### config.mk
export PLATFORM = sky130hd
export DESIGN_NAME = bpg_queue
export DESIGN_NICKNAME = d
export VERILOG_FILES = /design/src/rtl/core/bpg_pkg.sv /design/src/rtl/core/bpg_queue.sv
export SDC_FILE = /design/constraint.sdc
export NUM_CORES = 1
export LEC_CHECK = 0
export BUFFER_PORTS_ARGS = -buffer_cell sky130_fd_sc_hd__clkbuf_2
export CAP_MARGIN = 5
export CORE_MARGIN = 4
export CORE_UTILIZATION = 30
export DETAILED_ROUTE_END_ITERATION = 8
export PLACE_DENSITY = 0.57
export RECOVER_POWER = 50
export SYNTH_ARGS = -nofsm -noshare
export SYNTH_HDL_FRONTEND = slang
export SYNTH_SLANG_ARGS = --single-unit
### constraint.sdc
create_clock -name clk -period 4.83 [get_ports clk]
set_input_delay 0.966 -clock clk [delete_from_list [all_inputs] [get_ports clk]]
set_output_delay 0.966 -clock clk [all_outputs]
set_load 0.01 [all_outputs]
### src/rtl/core/bpg_pkg.sv
package bpg_pkg;

  // nfa size
  localparam int STATE_COUNT = 256;
  localparam int VALUE_BITS  = 16;
  localparam int WORD_COUNT  = (STATE_COUNT + 63) / 64;
  localparam int VEC_BITS    = WORD_COUNT * 64;
  localparam int SN_BITS     = $clog2(STATE_COUNT);
  localparam int IDX_BITS    = SN_BITS + 1;

  // character mask store
  localparam int MASK_ROWS = 256;
  localparam int ROW_BITS  = 8;

  // queue between front and back
  localparam int QDEPTH    = 4;
  localparam int QPTR_BITS = $clog2(QDEPTH);
  localparam int QCNT_BITS = $clog2(QDEPTH + 1);

  // command codes
  localparam logic [2:0] CMD_MASK    = 3'd0;
  localparam logic [2:0] CMD_INITIAL = 3'd1;
  localparam logic [2:0] CMD_STAR    = 3'd2;
  localparam logic [2:0] CMD_ACCEPT  = 3'd3;
  localparam logic [2:0] CMD_VALUE   = 3'd4;
  localparam logic [2:0] CMD_BEGIN   = 3'd5;
  localparam logic [2:0] CMD_BYTE    = 3'd6;
  localparam logic [2:0] CMD_UNUSED  = 3'd7;

  typedef struct packed {
    logic [2:0]  command;
    logic [7:0]  char_code;
    logic [1:0]  word_index;
    logic [63:0] word_data;
    logic [7:0]  state_number;
    logic [15:0] pattern_value;
    logic        last;
  } bpg_item_t;

  typedef struct packed {
    logic [QCNT_BITS-1:0] count;
    logic                 full;
    logic                 empty;
  } bpg_qstat_t;

  typedef struct packed {
    logic clearing;
    logic idle;
  } bpg_status_t;

endpackage

### src/rtl/core/bpg_queue.sv
module bpg_queue import bpg_pkg::*; (
  input  logic       clk,
  input  logic       rst,
  input  logic       q_push,
  input  bpg_item_t  q_item,
  input  logic       q_pop,
  output bpg_item_t  q_head,
  output bpg_qstat_t qstat
);

  bpg_item_t            slots [QDEPTH];
  logic [QPTR_BITS-1:0] wptr;
  logic [QPTR_BITS-1:0] rptr;
  logic [QCNT_BITS-1:0] count;
  logic                 do_push;
  logic                 do_pop;

  assign do_push = q_push & (32'(count) < QDEPTH);
  assign do_pop  = q_pop & (count != '0);

  // pointers and fill level
  always_ff @(posedge clk) begin
    if (rst) begin
      wptr  <= '0;
      rptr  <= '0;
      count <= '0;
    end else begin
      if (do_push) wptr <= wptr + 1'b1;
      if (do_pop)  rptr <= rptr + 1'b1;
      count <= count + QCNT_BITS'(do_push) - QCNT_BITS'(do_pop);
    end
  end

  // word storage
  always_ff @(posedge clk) begin
    if (do_push) slots[wptr] <= q_item;
  end

  assign q_head      = slots[rptr];
  assign qstat.count = count;
  assign qstat.full  = 32'(count) >= QDEPTH;
  assign qstat.empty = count == '0;

endmodule

==> summary.md, run 1 <==
| Metric | Value |
|---|---|
| Status | `finished with violations` |
| Worst Skew | `approximately 0.011 ns` |
| Synth unique cells | `21` |
| Yosys top cell by area | `edfxtp_1` |
| Initial Utilization | `0.303` |
| Std cell rows | `82` |
| Post-route DRC violation count | `0` |
| Synth top area cells | `edfxtp_1 (81%), mux4_2 (15%), dfxtp_1 (1.2%), buf_6 (0.67%), ha_1 (0.50%)` |
| Fraction of layout cells with a size suffix above 1 | `0.336` |
| Worst slew margin | `-0.455` |
| Max VDD drop | `0.347 mV` |
| CP peak stage delay | `1.64 ns` |
| Sequential area share after synthesis | `0.820` |
| Critical Path Fanout Max | `29` |
| Post-cts sizing count | `0` |
| CP Capture Type | `register` |
| Slew @ Worst Pin | `approximately 2.2 ns` |
| Vias | `a little under 7000` |
| Hold Path Cell Cnt | `2` |
| Footprint of the multi-input gates | `between 2000 and 3000 um2` |
| IO Pins | `approximately 210` |
| Post-synth EDFFs | `408` |
| Worst hold start | `rptr[1]` |
| Initial DRC Count | `420` |
| Most frequent cells after synthesis | `edfxtp_1 (408), mux4_2 (102), buf_2 (10), buf_6 (9), dfxtp_1 (9)` |
| Vias per cell | `between 4 and 5` |
| Initial antenna violation count | `4` |
| Seq cells post-synth | `between 400 and 500` |
| HPWL after DPL | `approximately 18000 um` |
| Routed wire length | `roughly 31000 um` |
| Max Root-Sink Buffers | `3` |
| FFs w/ async S/R, synth | `0` |
| Die height | `around 230 um` |
| Pin count of the biggest net entering global routing | `65` |
| Total core area | `approximately 50000 um2` |
| CP max stage cell | `and2_0` |
| Htree depth | `2` |
| Hold Violations, Final | `0` |
| Worst setup SP type | `primary input` |
| CTS sink count | `between 400 and 500` |
| GRT Residual Overflow | `0` |
| Area Growth Syn to Fin | `20.8%` |
| Setup-failing EPs final | `0` |
| Worst r2r src | `count[2]` |
| Horiz. Die Dim | `about 230 um` |
| Final period util | `0.734` |
| CTS buffer count | `between 40 and 50` |
| Post-route ant nets | `0` |
| CTS tree | `built` |
| Fillers | `approximately 4700` |
| Primary FF master, synth | `edfxtp_1` |
| Clk Latency, worst-skew pair | `around 0.55 ns` |
| Wirelength per Cell | `between 20 and 25 um` |
| YS warnings | `0` |
| Mapped Area | `15200 um2` |
| Synth top area share | `0.808` |
| IO buf count | `approximately 210` |
| Clk slew on worst S/H paths | `0.06 ns` |
| Syn Nets | `around 700` |
| Setup Buffers After CTS | `0` |
| Vias in the first global route | `~7400` |
| Most common cell in the netlist | `edfxtp_1` |
| Synth Instances | `580` |
| DR pass1 iterations | `4` |
| Register area | `12400 um2` |
| Worst-path cell chain | `clkbuf_2, nor2b_1, and2_0, buf_4` |
| R2R setup slack | `around 1.4 ns` |
| Number of max-cap violations | `3` |
| Static leakage | `around 5.8 nW` |
| Fin crit period | `3.55 ns` |
| Core Util, Final | `0.366` |
| Setup TNS | `0 ns` |
| R2R cell count | `3` |
| PD cells | `about 530 nW/um2` |
| Top delay family on crit path | `simple AND/OR/NAND/NOR gates` |
| CP arrival | `approximately 3.7 ns` |
| RSZ-0062 raised after global routing | `false` |
| F_max | `~280 MHz` |
| Worst EP required | `~5.0 ns` |
| Global-route wire length before repair | `roughly 46000 um` |
| Reg-to-Reg End | `slots[3][86]` |
| Die area | `about 54000 um2` |
| Syn_area_per_cell | `around 26 um2` |
| Slew Viols, Final | `90` |
| Critical path type | `in2reg` |
| Cts hold-fix bufs | `0` |
| Hold Crit Class | `reg2reg` |
| WP buf/inv | `2` |
| Total GRT Usage | `0.113` |
| Final GP Congestion | `roughly 0.7` |
| Clock Root Buffer | `clkbuf_16` |
| NumNets Final | `940` |
| Failing checks | `max-capacitance violations, max-slew violations` |
## report_power, final
group          switching [W]  internal (W)
combinational        0.00111      0.000954
sequential          0.000122       0.00437
clock                0.00132       0.00184
## through the flow
stage	std cells	area, um2	hold slack, ns	total power, W	worst slack (ns)
after floorplan	580	15200	0.452	0.00592	0.656
final	1533	18300	0.488	0.00973	1.28
after global placement	1453	17100	0.465	0.00672	1.83
after CTS	1532	18500	0.489	0.00996	1.33
after detailed placement	1453	17100	0.480	0.00673	1.84
after global routing	1532	18300	0.542	0.0102	1.07
## worst reg2reg max path: cells and delay by family, from the launching register on
kind | cells | cell delay, ns
and+or+nand+nor | 2 | 2.07
buffers and inverters | 1 | 0.62
DFF | 1 | 0.37
## per-layer routing
metal,vias up,track usage,share of wire
met5,-,0,0.00088
met4,4,0.0400,0.022
met3,50,0.0356,0.074
met2,188,0.171,0.46
met1,3554,0.154,0.44
li1,2980,-,-
## sequential cells by signal, summed over array words and instances, names as in the netlist, named ones only
name   cells
slots    408
count      3
rptr       2
wptr       2
## cells in the final DEF, fill, tap and decap left out, drive strengths merged
| master | count |
|---|---|
| a21oi | 1 |
| and2 | 4 |
| buf | 13 |
| bufinv | 2 |
| clkbuf | 265 |
| clkinv | 21 |
| clkinvlp | 2 |
| dfxtp | 9 |
| diode | 1 |
| edfxtp | 408 |
| fa | 1 |
| ha | 6 |
| inv | 8 |
| mux2i | 1 |
| mux4 | 102 |
| nand2 | 1 |
| nor2 | 5 |
| nor2b | 3 |
| nor3 | 1 |
| o21ai | 1 |
| o31ai | 1 |
| or3 | 1 |
| xnor2 | 3 |
| xor2 | 1 |
## cells by family after synthesis
family | Yosys count | synth area share
DFF | 417 | 0.820
adders and majority gates | 7 | 0.00627
AOI/OAI and AO/OA | 3 | 0.00115
xor gates and xnor gates | 4 | 0.00231
buffers and inverters | 31 | 0.0130
and+or+nand+nor | 15 | 0.00512
muxes | 103 | 0.152
## cell type report
| type | count | area share |
|---|---|---|
| tap | 672 | 0.0459 |
| multi-input combinational | 132 | 0.138 |
| inverter | 7 | 0.00143 |
| timing repair buffer | 225 | 0.0604 |
| clock inverter | 26 | 0.0106 |
| antenna | 1 | 0.000137 |
| clock buffer | 53 | 0.0643 |
| sequential | 417 | 0.679 |
## how the worst max path moves through the flow
stage                     cells past startpoint  startpoint           end
after floorplan                               3      q_push   slots[1][0]
after global placement                       10      q_push      count[2]
after detailed placement                      4      q_push  slots[0][87]
after CTS                                     3    register    q_head[86]
after global routing                          4      q_push  slots[3][53]
final                                         4      q_push  slots[3][86]
Note: power is estimated with default switching activity, not from simulation.
==> run 2: changes to the inputs <==
clock period = 3.7 ns   (was 4.83 ns; I/O delays follow)
==> run 2 against run 1 <==
Compared with the run above:
- the run still ends with max-capacitance violations, max-slew violations left
- global-route usage fell by 0.24 points
- wire length fell by 1.8%
- highest routed layer unchanged
- clock power rose by 36%
- flip-flop and latch count did not move
- die area did not move
- combinational power rose by 31%
- core utilization rose by 0.22 points
- via count rose by 0.80%
- worst setup slack got worse by 0.46 ns
- clock skew rose by 0.0060 ns
==> summary.md, run 2 (same netlist as run 1, synthesis figures left out) <==
| Metric | Value |
|---|---|
| Status | `finished with violations` |
| Failing checks | `max-capacitance violations, max-slew violations` |
| DR pass1 iterations | `4 (unchanged)` |
| Initial DRC Count | `320 (-24%)` |
| Finished Layout Cells | `1536 (+0.20%)` |
| CTS sink count | `417 (unchanged)` |
| Clk slew on worst S/H paths | `0.06 ns (about the same)` |
| Die height | `233 um (unchanged)` |
| GRT Residual Overflow | `0 (unchanged)` |
| Core Util, Final | `0.368 (+0.00222)` |
| Top reg by flops | `slots` |
| Largest registers | `slots (408), count (3)` |
| RSZ-0062 raised after global routing | `false` |
| Number of max-cap violations | `1 (-2)` |
| Clk Latency, worst-skew pair | `0.55 ns (about the same)` |
| Setup Buffers After CTS | `0 (unchanged)` |
| Vias per cell | `4.45 (+0.60%)` |
| Antenna diode count | `0 (-1)` |
| Initial Utilization | `0.303 (unchanged)` |
| Initial antenna violation count | `2 (-2)` |
| Post-cts sizing count | `0 (unchanged)` |
| Max Root-Sink Buffers | `3 (unchanged)` |
| Slew @ Worst Pin | `1.77 ns (-0.412 ns)` |
| Horiz. Die Dim | `233 um (unchanged)` |
| PD cells | `699 nW/um2 (+32%)` |
| F_max | `around 350 MHz` |
| CTS buffer count | `46 (+4.5%)` |
| Total GRT Usage | `0.111 (-0.00243)` |
| IO buf count | `212 (unchanged)` |
| Pin count of the biggest net entering global routing | `57 (-12%)` |
| Critical path type | `reg2out` |
| Std cell rows | `82 (unchanged)` |
| Setup TNS | `0 ns (unchanged)` |
| Max VDD drop | `0.366 mV (+5.3%)` |
| Htree depth | `2 (unchanged)` |
| CP peak stage delay | `0.70 ns (-0.94 ns)` |
| CP max stage cell | `dfxtp_4` |
| Total core area | `50100 um2 (unchanged)` |
| Most frequent cells in the layout | `edfxtp_1 (408), clkbuf_1 (112), clkbuf_2 (112), mux4_2 (102), clkbuf_16 (47)` |
| HPWL after DPL | `17800 um (-3.5%)` |
| CP Capture Type | `output pin` |
| Cts hold-fix bufs | `0 (unchanged)` |
| Final GP Congestion | `0.699 (-1.3%)` |
| Worst-path cell chain | `buf_12, mux4_2, clkbuf_2` |
| IO Pins | `213 (unchanged)` |
| Global-route wire length before repair | `45000 um (-2.1%)` |
| Post-route DRC violation count | `0 (unchanged)` |
| R2R setup slack | `0.88 ns (-0.50 ns)` |
| Worst EP required | `2.96 ns (-2.06 ns)` |
| Worst Skew | `0.0168 ns (+0.00605 ns)` |
| Wirelength per Cell | `19.6 um (-2.0%)` |
| Die area | `54200 um2 (unchanged)` |
| Vias | `6830 (+0.80%)` |
| Fraction of layout cells with a size suffix above 1 | `0.336 (-0.000398)` |
| Worst slew margin | `-0.181 (+0.274)` |
| NumNets Final | `944 (+0.43%)` |
| Static leakage | `5.86 nW (+0.85%)` |
| Most common cell after layout, fill and taps aside | `edfxtp_1` |
| Critical Path Fanout Max | `39 (+34%)` |
| Final period util | `0.776` |
| CTS tree | `built` |
| CP arrival | `2.13 ns (-1.61 ns)` |
| Worst setup SP type | `register` |
| Hold Violations, Final | `0 (unchanged)` |
| Max FFs per register | `408 (unchanged)` |
| WP buf/inv | `2 (unchanged)` |
| Hold Crit Class | `in2reg` |
| Placed cell count | `1455 (+0.14%)` |
| Clock Root Buffer | `clkbuf_16` |
| Top delay family on crit path | `flip-flops` |
| Fin crit period | `around 2.9 ns` |
| Routed wire length | `30100 um (-1.8%)` |
| Post-route ant nets | `0 (unchanged)` |
| Fillers | `4720 (+0.62%)` |
| Vias in the first global route | `7302 (-1.0%)` |
| Area Growth Syn to Fin | `21.6%` |
| Slew Viols, Final | `57 (-37%)` |
| Setup-failing EPs final | `0 (unchanged)` |
==> run 2: cell count changes in the layout (fill, tap and decap cells not counted), moves of 2 or more <==
cell       delta
buf_4         -5
buf_12        +4
clkbuf_1      +3
bufinv_16     +2
clkbuf_2      +2
clkinv_4      -2
==> run 2: where the power goes <==
part | total (W) | leakage (nW) | internal (W) | switching, W
clock network | 0.00432 | 0.697 | 0.00259 | 0.00173
registers | 0.00584 | 3.81 | 0.00570 | 0.000139
logic | 0.00272 | 1.35 | 0.00129 | 0.00144
total | 0.0129 | 5.86 | 0.00958 | 0.00331
==> run 2: stage by stage <==
step | area, um2 | total power, W | worst slack, ns | hold WS [ns]
6_report | 18400 | 0.0129 | 0.829 | 0.440
5_1_grt | 18400 | 0.0136 | 0.616 | 0.403
4_1_cts | 18600 | 0.0132 | 0.687 | 0.345
3_5_place_dp | 17200 | 0.00881 | 0.873 | 0.494
3_3_place_gp | 17200 | 0.00879 | 0.928 | 0.476
2_1_floorplan | 15200 | 0.00770 | 0.877 | 0.452
==> run 2: final timing paths <==
path / end / cells past startpoint / from
max: q_head[38] / 3 / register
min: slots[2][43] / 1 / q_item[43]
min reg2reg: register / 2 / rptr[1]
max reg2reg: slots[2][70] / 3 / count[2]
==> run 2: final cells by class <==
cell class              instances  area, um2  share of cell area
clock buffers                  56       1210              0.0656
flip-flops and latches        417      12400               0.675
multi-input cells             132       2540               0.138
repair buffers                227       1160              0.0631
well taps                     672        841              0.0456
inverters                       7       26.3             0.00143
clock inverters                25        216              0.0117
==> run 2: routing by layer <==
layer,part of all wire,wire [um],GRT usage,vias up
met5,0.00086,26,0,-
met4,0.026,769,0.0329,4
met3,0.075,2270,0.0431,58
met2,0.48,14400,0.176,175
met1,0.42,12600,0.140,3596
li1,-,-,-,2997
==> run 3: changes to the inputs <==
clock period = 2.9 ns   (was 3.7 ns; I/O delays follow)
==> run 3 against run 2 <==
Compared with the run above:
- the flow now finishes without violations
- flip-flop and latch count unchanged
- via count increased by 0.41%
- critical path type unchanged
- design area increased by 0.96%
- cell count increased by 0.39%
- worst setup slack got worse by 0.56 ns
- non-clock buffer count increased by 9
==> summary.md, run 3 (same netlist as run 1, synthesis figures left out) <==
| Metric | Value |
|---|---|
| CP Capture Type | `output pin` |
| Clk Latency, worst-skew pair | `0.55 ns (about the same)` |
| Placed inst area | `17300 um2 (+0.44%)` |
| M3 GR Usage | `0.0425 (-0.000612)` |
| NumNets Final | `952 (+0.85%)` |
| Slew Viols, Final | `0 (-100%)` |
| M1 GR Usage | `0.138 (-0.00218)` |
| Cts hold-fix bufs | `0 (unchanged)` |
| F_max | `~380 MHz` |
| Global-route wire length before repair | `45000 um (about the same)` |
| Final period util | `0.906` |
| CTS sink count | `417 (unchanged)` |
| Horiz. Die Dim | `233 um (unchanged)` |
| Post-route DRC violation count | `0 (unchanged)` |
| Htree depth | `2 (unchanged)` |
| Initial antenna violation count | `3 (+1)` |
| Post-route ant nets | `0 (unchanged)` |
| Top reg by flops | `slots` |
| Wirelength per Cell | `19.5 um (-0.70%)` |
| Pre-CTS WS | `0.569 ns (-0.304 ns)` |
| Critical path type | `reg2out` |
| DR pass1 iterations | `4 (unchanged)` |
| Most Used Layer, Global Route | `met2` |
| Hold Crit Class | `in2reg` |
| R2R setup slack | `0.30 ns (-0.58 ns)` |
| Final GP Congestion | `0.667 (-4.6%)` |
| Setup-failing EPs final | `0 (unchanged)` |
| Max VDD drop | `0.732 mV (+100%)` |
| Die area | `54200 um2 (unchanged)` |
| Std cell rows | `82 (unchanged)` |
| CP arrival | `2.05 ns (-0.08 ns)` |
| Worst Skew | `0.0182 ns (+0.00134 ns)` |
| Routed wire length | `30000 um (-0.32%)` |
| Design Area, Final | `18600 um2 (+0.96%)` |
| Post-cts sizing count | `0 (unchanged)` |
| IO Pins | `213 (unchanged)` |
| Setup TNS | `0 ns (unchanged)` |
| Die height | `233 um (unchanged)` |
| CTS buffer count | `45 (-2.2%)` |
| Initial Utilization | `0.303 (unchanged)` |
| Initial DRC Count | `355 (+11%)` |
| Final worst slack | `0.273 ns (-0.555 ns)` |
| Largest registers | `slots (408), count (3)` |
| Critical Path Fanout Max | `30 (-23%)` |
| Fin crit period | `around 2.6 ns` |
| Worst EP required | `2.32 ns (-0.64 ns)` |
| Total core area | `50100 um2 (unchanged)` |
| Vias | `6858 (+0.41%)` |
| HPWL after DPL | `19000 um (+6.5%)` |
| Slew @ Worst Pin | `1.34 ns (-0.431 ns)` |
| Most common cell after layout, fill and taps aside | `edfxtp_1` |
| Hold Violations, Final | `0 (unchanged)` |
| Worst setup SP type | `register` |
| Met2 usage | `0.175 (-0.00101)` |
| Static leakage | `5.94 nW (+1.4%)` |
| Vias per cell | `4.45 (about the same)` |
| Area Growth Syn to Fin | `22.7%` |
| Max Root-Sink Buffers | `3 (unchanged)` |
| IO buf count | `212 (unchanged)` |
| Worst slew margin | `0.106 (+0.287)` |
| Max FFs per register | `408 (unchanged)` |
| Register area | `12400 um2 (unchanged)` |
| Footprint of the multi-input gates | `2540 um2 (about the same)` |
| Fraction of layout cells with a size suffix above 1 | `0.352 (+0.0161)` |
| CTS tree | `built` |
| Status | `finished, final reports clean` |
| Fillers | `4659 (-1.3%)` |
| Vias in the first global route | `7353 (+0.70%)` |
| PD cells | `899 nW/um2 (+29%)` |
| Pin count of the biggest net entering global routing | `60 (+5.3%)` |
| RSZ-0062 raised after global routing | `false` |
| Clk slew on worst S/H paths | `0.06 ns (about the same)` |
| Number of max-cap violations | `0 (-1)` |
| Clock Root Buffer | `clkbuf_16` |
| GRT Residual Overflow | `0 (unchanged)` |
| Most frequent cells in the layout | `edfxtp_1 (408), clkbuf_2 (111), clkbuf_1 (108), mux4_2 (102), clkbuf_16 (45)` |
| Total GRT Usage | `0.109 (-0.00112)` |
| Antenna diode count | `0 (unchanged)` |
[run 3: changes by cell type in the layout (fill, tap and decap cells not counted)]
cell / before / now
and2_1: 0 / 1
and2_0: 2 / 0
clkinvlp_4: 1 / 4
and2_4: 2 / 3
clkbuf_16: 47 / 45
clkbuf_2: 112 / 111
buf_12: 10 / 15
clkinv_2: 7 / 9
inv_6: 1 / 0
buf_4: 2 / 7
clkinv_1: 12 / 7
bufinv_16: 4 / 7
inv_8: 0 / 1
clkbuf_1: 112 / 108
[run 3: path summary, 6_finish.rpt]
check | startpoint | end | cells past startpoint
worst max-delay path | register | q_head[75] | 3
worst min-delay path | q_item[9] | slots[0][9] | 1
worst max register to register | count[2] | slots[1][24] | 4
worst min register to register | rptr[1] | register | 2
[run 3: layout make-up]
type                            instances  area share
Sequential cell                       417       0.668
Multi-Input combinational cell        132       0.136
Timing Repair Buffer                  236      0.0696
Clock buffer                           50      0.0615
Tap cell                              672      0.0452
Clock inverter                         28      0.0173
Inverter                                7     0.00141
[run 3: metrics by stage]
step	power [W]	hold WS, ns	utilization	instances
6_report	0.0167	0.274	0.372	1542
5_1_grt	0.0175	0.261	0.372	1542
4_1_cts	0.0171	0.191	0.374	1538
3_5_place_dp	0.0113	0.481	0.345	1460
3_3_place_gp	0.0113	0.466	0.345	1460
2_1_floorplan	0.00982	0.452	-	580
[run 3: timing repair]
action                                 in CTS  in global routing
endpoints found under the hold margin       0                  0
setup buffers                               0                  4
setup endpoints to repair                   0                  1
[run 3: critical path, stage by stage, from the launching register on]
cell,delay (ns)
dfxtp_4,0.46
buf_12,0.28
mux4_2,0.55
clkbuf_2,0.14
[run 3: report_power, final]
part           internal, W  total (W)  switching (W)
clock              0.00346    0.00571        0.00225
combinational      0.00172    0.00358        0.00185
sequential         0.00727    0.00745       0.000180
[run 3: metal layers]
metal  wire, um  part of all wire
met5         38            0.0013
met4        703             0.023
met3       2450             0.082
met2      14500              0.48
met1      12300              0.41
